[src/rgb_to_hsv_converter_defines.svh]
// Assertion macros for the top-level converter, which carries the concurrent checks.
`ifndef RGB_TO_HSV_CONVERTER_DEFINES_SVH
`define RGB_TO_HSV_CONVERTER_DEFINES_SVH

// Checks that the consequent holds in the same cycle as the antecedent.
`define RHC_ASSERT_IMP(name, clk, rstn, ante, cons, msg) \
	name: assert property (@(posedge clk) disable iff (!rstn) (ante) |-> (cons)) \
		else $error(msg);

// Checks that the consequent holds in the cycle after the antecedent.
`define RHC_ASSERT_NEXT(name, clk, rstn, ante, cons, msg) \
	name: assert property (@(posedge clk) disable iff (!rstn) (ante) |=> (cons)) \
		else $error(msg);

`endif

[src/rhc_pkg.sv]
`timescale 1ns / 1ps

package rhc_pkg;

	// Default sizes of a colour channel and of the fixed-point fractions.
	localparam int CHANNEL_BITS_DEF  = 8;
	localparam int FRACTION_BITS_DEF = 16;

	// Extra bits that hold six times delta, the hue divisor.
	localparam int SECTOR_BITS = 3;

endpackage

[src/rhc_front.sv]
`timescale 1ns / 1ps

module rhc_front #(
	parameter int CHANNEL_BITS = rhc_pkg::CHANNEL_BITS_DEF
) (
	input  logic                                          clk,
	input  logic                                          arst_n,
	input  logic                                          in_valid,
	output logic                                          in_ready,
	input  logic [CHANNEL_BITS-1:0]                       red,
	input  logic [CHANNEL_BITS-1:0]                       green,
	input  logic [CHANNEL_BITS-1:0]                       blue,
	output logic                                          out_valid,
	input  logic                                          out_ready,
	output logic [CHANNEL_BITS-1:0]                       value,
	output logic [CHANNEL_BITS-1:0]                       sat_num,
	output logic [CHANNEL_BITS-1:0]                       sat_den,
	output logic [CHANNEL_BITS+rhc_pkg::SECTOR_BITS-1:0]  hue_num,
	output logic [CHANNEL_BITS+rhc_pkg::SECTOR_BITS-1:0]  hue_den
);
	import rhc_pkg::*;

	localparam int HB = CHANNEL_BITS + SECTOR_BITS;

	logic [CHANNEL_BITS-1:0] hi;
	logic [CHANNEL_BITS-1:0] lo;
	logic [CHANNEL_BITS-1:0] delta;
	logic [HB-1:0]           full;
	logic [HB-1:0]           red_tmp;
	logic [HB-1:0]           num;
	logic                    red_max;
	logic                    green_max;

	logic                    vld_s1;
	logic [CHANNEL_BITS-1:0] value_s1;
	logic [CHANNEL_BITS-1:0] sat_num_s1;
	logic [CHANNEL_BITS-1:0] sat_den_s1;
	logic [HB-1:0]           hue_num_s1;
	logic [HB-1:0]           hue_den_s1;

	always_comb begin
		hi = red;
		lo = red;
		if (green > hi) hi = green;
		if (blue > hi) hi = blue;
		if (green < lo) lo = green;
		if (blue < lo) lo = blue;
		delta = hi - lo;
		full  = HB'({delta, 2'b00}) + HB'({delta, 1'b0});

		// Ties between channels go to red first, then green.
		red_max   = (red >= green) && (red >= blue);
		green_max = (green >= blue);

		red_tmp = HB'(green) + full - HB'(blue);
		if (red_max) begin
			num = (red_tmp >= full) ? (red_tmp - full) : red_tmp;
		end else if (green_max) begin
			num = HB'({delta, 1'b0}) + HB'(blue) - HB'(red);
		end else begin
			num = HB'({delta, 2'b00}) + HB'(red) - HB'(green);
		end
	end

	assign in_ready = !vld_s1 || out_ready;

	always_ff @(posedge clk or negedge arst_n) begin
		if (!arst_n) begin
			vld_s1 <= 1'b0;
		end else if (in_ready) begin
			vld_s1 <= in_valid;
		end
	end

	// A grey or black pixel gives hue zero over one; black also gives saturation zero over one.
	always_ff @(posedge clk) begin
		if (in_ready && in_valid) begin
			value_s1   <= hi;
			sat_num_s1 <= delta;
			sat_den_s1 <= (hi == '0) ? CHANNEL_BITS'(1) : hi;
			hue_num_s1 <= (delta == '0) ? '0 : num;
			hue_den_s1 <= (delta == '0) ? HB'(1) : full;
		end
	end

	assign out_valid = vld_s1;
	assign value     = value_s1;
	assign sat_num   = sat_num_s1;
	assign sat_den   = sat_den_s1;
	assign hue_num   = hue_num_s1;
	assign hue_den   = hue_den_s1;

endmodule

[src/rhc_div.sv]
`timescale 1ns / 1ps

module rhc_div #(
	parameter int CHANNEL_BITS  = rhc_pkg::CHANNEL_BITS_DEF,
	parameter int FRACTION_BITS = rhc_pkg::FRACTION_BITS_DEF
) (
	input  logic                                          clk,
	input  logic                                          arst_n,
	input  logic                                          in_valid,
	output logic                                          in_ready,
	input  logic [CHANNEL_BITS-1:0]                       value_in,
	input  logic [CHANNEL_BITS-1:0]                       sat_num,
	input  logic [CHANNEL_BITS-1:0]                       sat_den,
	input  logic [CHANNEL_BITS+rhc_pkg::SECTOR_BITS-1:0]  hue_num,
	input  logic [CHANNEL_BITS+rhc_pkg::SECTOR_BITS-1:0]  hue_den,
	output logic                                          out_valid,
	input  logic                                          out_ready,
	output logic [FRACTION_BITS-1:0]                      hue,
	output logic [FRACTION_BITS:0]                        saturation,
	output logic [CHANNEL_BITS-1:0]                       value
);
	import rhc_pkg::*;

	localparam int HB   = CHANNEL_BITS + SECTOR_BITS;
	localparam int QB   = FRACTION_BITS + 1;
	localparam int NSTG = FRACTION_BITS + 1;

	logic                    vld_s     [NSTG];
	logic [CHANNEL_BITS-1:0] value_s   [NSTG];
	logic [CHANNEL_BITS-1:0] sat_den_s [NSTG];
	logic [CHANNEL_BITS-1:0] sat_rem_s [NSTG];
	logic [QB-1:0]           sat_quo_s [NSTG];
	logic [HB-1:0]           hue_den_s [NSTG];
	logic [HB-1:0]           hue_rem_s [NSTG];
	logic [QB-1:0]           hue_quo_s [NSTG];
	logic                    rdy       [NSTG+1];

	assign rdy[NSTG] = out_ready;
	assign in_ready  = rdy[0];

	// Each stage yields one quotient bit of both divisions: the first stage the
	// integer bit, the others one fraction bit each.
	for (genvar k = 0; k < NSTG; k++) begin : g_stage
		logic                    prev_vld;
		logic [CHANNEL_BITS-1:0] prev_value;
		logic [CHANNEL_BITS-1:0] prev_sat_den;
		logic [HB-1:0]           prev_hue_den;
		logic [QB-1:0]           prev_sat_quo;
		logic [QB-1:0]           prev_hue_quo;
		logic [CHANNEL_BITS:0]   sat_trial;
		logic [HB:0]             hue_trial;
		logic                    sat_ge;
		logic                    hue_ge;
		logic [CHANNEL_BITS:0]   sat_diff;
		logic [HB:0]             hue_diff;

		if (k == 0) begin : g_first
			assign prev_vld     = in_valid;
			assign prev_value   = value_in;
			assign prev_sat_den = sat_den;
			assign prev_hue_den = hue_den;
			assign prev_sat_quo = '0;
			assign prev_hue_quo = '0;
			assign sat_trial    = {1'b0, sat_num};
			assign hue_trial    = {1'b0, hue_num};
		end else begin : g_rest
			assign prev_vld     = vld_s[k-1];
			assign prev_value   = value_s[k-1];
			assign prev_sat_den = sat_den_s[k-1];
			assign prev_hue_den = hue_den_s[k-1];
			assign prev_sat_quo = sat_quo_s[k-1];
			assign prev_hue_quo = hue_quo_s[k-1];
			assign sat_trial    = {sat_rem_s[k-1], 1'b0};
			assign hue_trial    = {hue_rem_s[k-1], 1'b0};
		end

		assign sat_ge   = sat_trial >= {1'b0, prev_sat_den};
		assign hue_ge   = hue_trial >= {1'b0, prev_hue_den};
		assign sat_diff = sat_ge ? (sat_trial - {1'b0, prev_sat_den}) : sat_trial;
		assign hue_diff = hue_ge ? (hue_trial - {1'b0, prev_hue_den}) : hue_trial;

		assign rdy[k] = !vld_s[k] || rdy[k+1];

		always_ff @(posedge clk or negedge arst_n) begin
			if (!arst_n) begin
				vld_s[k] <= 1'b0;
			end else if (rdy[k]) begin
				vld_s[k] <= prev_vld;
			end
		end

		always_ff @(posedge clk) begin
			if (rdy[k] && prev_vld) begin
				value_s[k]   <= prev_value;
				sat_den_s[k] <= prev_sat_den;
				hue_den_s[k] <= prev_hue_den;
				sat_rem_s[k] <= sat_diff[CHANNEL_BITS-1:0];
				hue_rem_s[k] <= hue_diff[HB-1:0];
				sat_quo_s[k] <= {prev_sat_quo[QB-2:0], sat_ge};
				hue_quo_s[k] <= {prev_hue_quo[QB-2:0], hue_ge};
			end
		end
	end

	assign out_valid  = vld_s[NSTG-1];
	assign value      = value_s[NSTG-1];
	assign saturation = sat_quo_s[NSTG-1];
	assign hue        = hue_quo_s[NSTG-1][FRACTION_BITS-1:0];

endmodule

[src/rgb_to_hsv_converter.sv]
// RGB to HSV colour converter, one pixel per beat.
// Path: the front register, then the divider stages; the last stage is the output register.
// Throughput: one pixel per cycle while m_tready is high; the divider pipeline takes one quotient bit per stage.
// Reset: arst_n clears only the stage valid bits; data registers are not reset.
`timescale 1ns / 1ps

`include "rgb_to_hsv_converter_defines.svh"

module rgb_to_hsv_converter #(
	parameter int CHANNEL_BITS  = rhc_pkg::CHANNEL_BITS_DEF,
	parameter int FRACTION_BITS = rhc_pkg::FRACTION_BITS_DEF
) (
	input  logic                                                   clk,
	input  logic                                                   arst_n,
	input  logic                                                   s_tvalid,
	output logic                                                   s_tready,
	// Fields from bit 0 up: red, green, blue, then zero padding.
	input  logic [((3*CHANNEL_BITS+7)/8)*8-1:0]                    s_tdata,
	output logic                                                   m_tvalid,
	input  logic                                                   m_tready,
	// Fields from bit 0 up: hue, saturation, value, then zero padding.
	output logic [((2*FRACTION_BITS+1+CHANNEL_BITS+7)/8)*8-1:0]    m_tdata
);
	import rhc_pkg::*;

	localparam int HB    = CHANNEL_BITS + SECTOR_BITS;
	localparam int OUT_W = ((2*FRACTION_BITS+1+CHANNEL_BITS+7)/8)*8;
	localparam logic [FRACTION_BITS:0] SAT_ONE = {1'b1, {FRACTION_BITS{1'b0}}};

	// The front stage finds the largest and smallest channel, delta and the
	// sector numerator of the hue. It hands both divisions to the divider as
	// numerator and divisor pairs; a grey or black pixel gets a zero numerator
	// over a nonzero divisor so that the divider needs no special case.
	logic                    front_valid;
	logic                    front_ready;
	logic [CHANNEL_BITS-1:0] front_value;
	logic [CHANNEL_BITS-1:0] front_sat_num;
	logic [CHANNEL_BITS-1:0] front_sat_den;
	logic [HB-1:0]           front_hue_num;
	logic [HB-1:0]           front_hue_den;

	logic [FRACTION_BITS-1:0] hue_w;
	logic [FRACTION_BITS:0]   sat_w;
	logic [CHANNEL_BITS-1:0]  value_w;

	rhc_front #(
		.CHANNEL_BITS (CHANNEL_BITS)
	) u_front (
		.clk       (clk),
		.arst_n    (arst_n),
		.in_valid  (s_tvalid),
		.in_ready  (s_tready),
		.red       (s_tdata[CHANNEL_BITS-1:0]),
		.green     (s_tdata[2*CHANNEL_BITS-1:CHANNEL_BITS]),
		.blue      (s_tdata[3*CHANNEL_BITS-1:2*CHANNEL_BITS]),
		.out_valid (front_valid),
		.out_ready (front_ready),
		.value     (front_value),
		.sat_num   (front_sat_num),
		.sat_den   (front_sat_den),
		.hue_num   (front_hue_num),
		.hue_den   (front_hue_den)
	);

	// The divider runs both restoring divisions side by side, one quotient bit
	// per stage. Every stage has its own valid bit and a ready that is open when
	// the stage is empty or the next one is ready, so bubbles are squeezed out while the output is
	// stalled and the front keeps taking beats until the pipe is full. The
	// last stage doubles as the output register.
	rhc_div #(
		.CHANNEL_BITS  (CHANNEL_BITS),
		.FRACTION_BITS (FRACTION_BITS)
	) u_div (
		.clk        (clk),
		.arst_n     (arst_n),
		.in_valid   (front_valid),
		.in_ready   (front_ready),
		.value_in   (front_value),
		.sat_num    (front_sat_num),
		.sat_den    (front_sat_den),
		.hue_num    (front_hue_num),
		.hue_den    (front_hue_den),
		.out_valid  (m_tvalid),
		.out_ready  (m_tready),
		.hue        (hue_w),
		.saturation (sat_w),
		.value      (value_w)
	);

	assign m_tdata = OUT_W'({value_w, sat_w, hue_w});

	// Saturation never exceeds one, since delta is at most the value.
	`RHC_ASSERT_IMP(a_sat_bound, clk, arst_n, m_tvalid, sat_w <= SAT_ONE, "saturation above one")

	// A black pixel has no saturation.
	`RHC_ASSERT_IMP(a_black_sat, clk, arst_n, m_tvalid && (value_w == '0), sat_w == '0, "black pixel saturated")

	// With the output register empty the whole ready chain is open.
	`RHC_ASSERT_IMP(a_open_pipe, clk, arst_n, !m_tvalid, s_tready, "input blocked with empty output")

endmodule

[config.mk]
export PLATFORM = sky130hd
export DESIGN_NAME = rgb_to_hsv_converter
export DESIGN_NICKNAME = d
export VERILOG_FILES = /design/src/rhc_pkg.sv /design/src/rhc_front.sv /design/src/rhc_div.sv /design/src/rgb_to_hsv_converter.sv
export VERILOG_INCLUDE_DIRS = /design/src /design/src/src
export SDC_FILE = /design/constraint.sdc
export NUM_CORES = 2
export LEC_CHECK = 0
export BUFFER_PORTS_ARGS = -buffer_cell sky130_fd_sc_hd__buf_2
export CORE_AREA = 2 2 317 319
export CTS_CLUSTER_DIAMETER = 120
export DETAILED_ROUTE_END_ITERATION = 12
export DIE_AREA = 0 0 319 321
export PLACE_DENSITY = 0.67
export SETUP_SLACK_MARGIN = 0.05
export SYNTH_ARGS = -nofsm -noshare
export SYNTH_HDL_FRONTEND = slang
export SYNTH_SLANG_ARGS = --single-unit
[constraint.sdc]
create_clock -name clk -period 7.8 [get_ports clk]
set_input_delay 1.56 -clock clk [delete_from_list [all_inputs] [get_ports clk]]
set_output_delay 1.56 -clock clk [all_outputs]
set_load 0.05 [all_outputs]
==> qor.json <==
{
  "post_synth_inst_count": {"value": 4426},
  "synth-seq-area-share": {"value": 0.6089},
  "fin_crit": {"value": 9.373, "unit": "ns"},
  "via_count_of_the_first_global_routing_pass": {"value": 33788},
  "min_path_type": {"value": "register to register"},
  "dp_hpwl": {"value": 72.28, "unit": "mm"},
  "fp-row-count": {"value": 116},
  "synth-seq-cells": {"value": 1097},
  "drt-wirelength-per-cell": {"value": 15.71, "unit": "µm"},
  "tritoncts": {"value": "built"},
  "worstSetupPathType": {"value": "input port to register"},
  "synth_edf_count": {"value": 1079},
  "cts-root-to-sink-buffers": {"value": 3},
  "fin_skew": {"value": 0.03037, "unit": "ns"},
  "worst_skew_late_latency": {"value": 0.68, "unit": "ns"},
  "grt_busiest_layer": {"value": "met2"},
  "num_antenna_cells": {"value": 0},
  "number_of_h_tree_branching_levels": {"value": 3},
  "ys_dominant_reg_cell": {"value": "sky130_fd_sc_hd__edfxtp_1"},
  "post_route_cells_drive_above_1_share": {"value": 0.1389},
  "outcome": {"value": "finished, violations left"},
  "synth.most_common_cell": {"value": "sky130_fd_sc_hd__edfxtp_1"},
  "hold_path.startpoint": {"value": "u_div.value_s[0][51]$_DFFE_PP_"},
  "top_level_ports": {"value": 78},
  "die_area": {"value": 102400, "unit": "µm²"},
  "relSlewSlack": {"value": 0.08405},
  "crit_arrival": {"value": 9.88, "unit": "ns"},
  "via_count": {"value": 32996},
  "share_of_the_clock_period_used_by_the_worst_path": {"value": 1.202},
  "globalRouteOverflowTotal": {"value": 0},
  "die_y": {"value": 321, "unit": "µm"},
  "netlist-cell-type-count": {"value": 75},
  "post-synth-top-area-cell": {"value": "sky130_fd_sc_hd__edfxtp_1"},
  "critical_path.max_fanout": {"value": 7},
  "rsz0062_at_grt": {"value": "yes"},
  "initial_antenna_violation_count": {"value": 1},
  "cts_made_buffers": {"value": 104},
  "synth_largest_type_area_fraction": {"value": 0.6006},
  "globalplace.congestion": {"value": 0.8805},
  "async_flop_share": {"value": 0.01641},
  "core_region_area": {"value": 99280, "unit": "µm²"},
  "critical_path_required": {"value": 8.30, "unit": "ns"},
  "cts.sinks": {"value": 1097},
  "drv.max_cap_violation_count": {"value": 0},
  "grt_start_max_net_pins": {"value": 72},
  "critical_path.endpoint_type": {"value": "register"},
  "timing.fmax": {"value": 106.7, "unit": "MHz"},
  "yosys-top-cells-count": {"value": "1,079 x sky130_fd_sc_hd__edfxtp_1, 655 x sky130_fd_sc_hd__inv_1, 424 x sky130_fd_sc_hd__ha_1, 415 x sky130_fd_sc_hd__nand2_1, 350 x sky130_fd_sc_hd__o21ai_0"},
  "detail_route.vias_per_cell": {"value": 5.310},
  "layout_setup_ws": {"value": -1.573, "unit": "ns"},
  "groute.layer.met3.usage": {"value": 0.02443},
  "clk_pin_slew": {"value": 0.06, "unit": "ns"},
  "yosysWarnings": {"value": 0},
  "clock_tree.root_cell": {"value": "sky130_fd_sc_hd__clkbuf_16"},
  "worstMarginPinSlew": {"value": 1.374, "unit": "ns"},
  "drc_errors": {"value": 0},
  "area_growth": {"value": 15.41, "unit": "%"},
  "initialDrtViolationCount": {"value": 1854},
  "failed_checks": {"value": "setup timing"},
  "ant_nets": {"value": 0},
  "post_synth.cell_area_avg": {"value": 12.19, "unit": "µm²"},
  "cts_hold_repair.buffers": {"value": 0},
  "place.port_buffers": {"value": 70},
  "setup.worst_path.start": {"value": "s_tdata[9]"},
  "finalSetupViolCount": {"value": 10},
  "drt_wl_total": {"value": 97.65, "unit": "mm"},
  "drv_slew": {"value": 0},
  "regToRegStartpoint": {"value": "u_div.hue_rem_s[0][100]$_DFFE_PP_"},
  "globalRouteTotalUtil": {"value": 0.1944},
  "tns": {"value": -14.52, "unit": "ns"},
  "chipWidth": {"value": 319, "unit": "µm"},
  "cp-start-kind": {"value": "input port"},
  "gr-usage-met2": {"value": 0.3725},
  "crit_slowest_cell": {"value": "sky130_fd_sc_hd__or4_4"},
  "critical-path-top-cell-by-count": {"value": "sky130_fd_sc_hd__a21oi_2"},
  "wire_length_of_the_first_global_routing_pass": {"value": 161.9, "unit": "mm"},
  "finalHoldViolCount": {"value": 0},
  "met1_usage": {"value": 0.2241},
  "starting_density_of_the_core": {"value": 0.5434},
  "worst_path_largest_cell_delay": {"value": 0.50, "unit": "ns"},
  "post_synthesis_cell_area": {"value": 53950, "unit": "µm²"},
  "netlist_top_cells_area": {"value": "sky130_fd_sc_hd__edfxtp_1 60%, sky130_fd_sc_hd__ha_1 9.8%, sky130_fd_sc_hd__inv_1 4.6%"},
  "first_pass_iters": {"value": 6},
  "fin_nets": {"value": 5335}
}
-- what timing repair did --
item,in CTS,in global routing
buffers inserted,25,14
gates cloned,1,0
endpoints found under the setup margin,10,10
gates resized for setup,54,44
pin swaps,44,29
-- routing by layer --
metal | wire length (µm) | vias to the layer above
li1 | - | 16547
met1 | 40220 | 15768
met2 | 51730 | 512
met3 | 3258 | 169
met4 | 2445 | 0
met5 | 0 | -
-- worst max-delay path: cells and delay by family --
family	cells	cell delay (ns)
simple gates	9	1.76
fa+ha+maj	6	1.58
buf+inv	8	1.04
xor+xnor	5	0.78
compound gates	19	3.16
-- cell families (layout without fill, tap and decap cells) --
logic type | after synthesis | after routing | share of synthesized area
DFF | 1097 | 1097 | 0.6089
and+or+nand+nor | 1042 | 1042 | 0.08720
AOI/OAI and AO/OA | 934 | 935 | 0.1090
buffers and inverters | 726 | 1209 | 0.05102
adders and majority gates | 477 | 477 | 0.1177
xor gates and xnor gates | 124 | 124 | 0.02113
muxes | 25 | 25 | 0.004963
other | 1 | 7 | 0.00006951
-- cell type report --
class,count,area [µm²]
Timing Repair Buffer,363,2674
Tap cell,1298,1624
Multi-Input combinational cell,2610,19210
Sequential cell,1097,32850
Fill cell,7529,37020
Inverter,656,2475
Clock buffer,132,2771
Clock inverter,58,649.4
-- through the flow --
stage	hold slack (ns)	instances	instance area [µm²]	util	setup WS (ns)
final	0.4053	6214	62260	0.6271	-1.573
after global routing	0.4041	6214	62260	0.6271	-2.002
after CTS	0.4026	6200	61970	0.6243	-1.403
after detailed placement	0.4045	5984	58090	0.5851	-2.414
after global placement	0.4002	5984	58090	0.5851	-2.204
after floorplan	0.4003	4432	54380	-	-2.127
-- layout by cell type, fill, tap and decap left out, types with 19 or more instances in the layout --
cell type / synthesis / final
sky130_fd_sc_hd__a21boi_0: 114 / 113
sky130_fd_sc_hd__a21o_1: 53 / 53
sky130_fd_sc_hd__a21oi_1: 153 / 128
sky130_fd_sc_hd__a21oi_2: 0 / 19
sky130_fd_sc_hd__and3_1: 34 / 33
sky130_fd_sc_hd__buf_2: 1 / 68
sky130_fd_sc_hd__buf_4: 7 / 277
sky130_fd_sc_hd__clkbuf_1: 59 / 25
sky130_fd_sc_hd__clkbuf_16: 0 / 107
sky130_fd_sc_hd__clkinv_1: 0 / 21
sky130_fd_sc_hd__edfxtp_1: 1079 / 1079
sky130_fd_sc_hd__fa_1: 51 / 49
sky130_fd_sc_hd__ha_1: 424 / 406
sky130_fd_sc_hd__inv_1: 655 / 645
sky130_fd_sc_hd__nand2_1: 415 / 409
sky130_fd_sc_hd__nand2b_1: 27 / 27
sky130_fd_sc_hd__nand3_1: 59 / 59
sky130_fd_sc_hd__nand4_1: 58 / 58
sky130_fd_sc_hd__nor2_1: 292 / 285
sky130_fd_sc_hd__nor2b_1: 78 / 71
sky130_fd_sc_hd__o21ai_0: 350 / 330
sky130_fd_sc_hd__o31ai_1: 135 / 135
sky130_fd_sc_hd__xnor2_1: 59 / 56
sky130_fd_sc_hd__xor2_1: 61 / 57
-- registers in the layout (all words and copies together), names as in the netlist, 11 cells and up --
name and count:
u_front.hue_den 11, u_div.hue_quo_s 136, u_div.hue_den_s 176, u_div.hue_rem_s 176, u_div.sat_den_s 128, u_div.sat_quo_s 153
u_div.sat_rem_s 128, u_div.g_stage.prev_vld 16, u_front.hue_num 11, u_div.value_s 136
-- path summary, 6_finish.rpt --
kind                       slack, ns  cells after the start                                      to
max                            -1.57                     47        u_front.hue_num[9]$_SDFFCE_PN0P_
min                             0.41                      0          u_div.value_s[0][59]$_DFFE_PP_
max reg2reg                     3.83                     10       u_div.hue_rem_s[0][118]$_DFFE_PP_
min reg2reg                     0.41                      0          u_div.value_s[0][59]$_DFFE_PP_
max in group asynchronous       6.67                      1  u_div.g_stage[14].prev_vld$_DFFE_PN0P_
min in group asynchronous       0.81                      1           u_front.out_valid$_DFFE_PN0N_
Power is not shown: default switching activity piles up to over one toggle a cycle in this logic, so the estimate is an artifact.
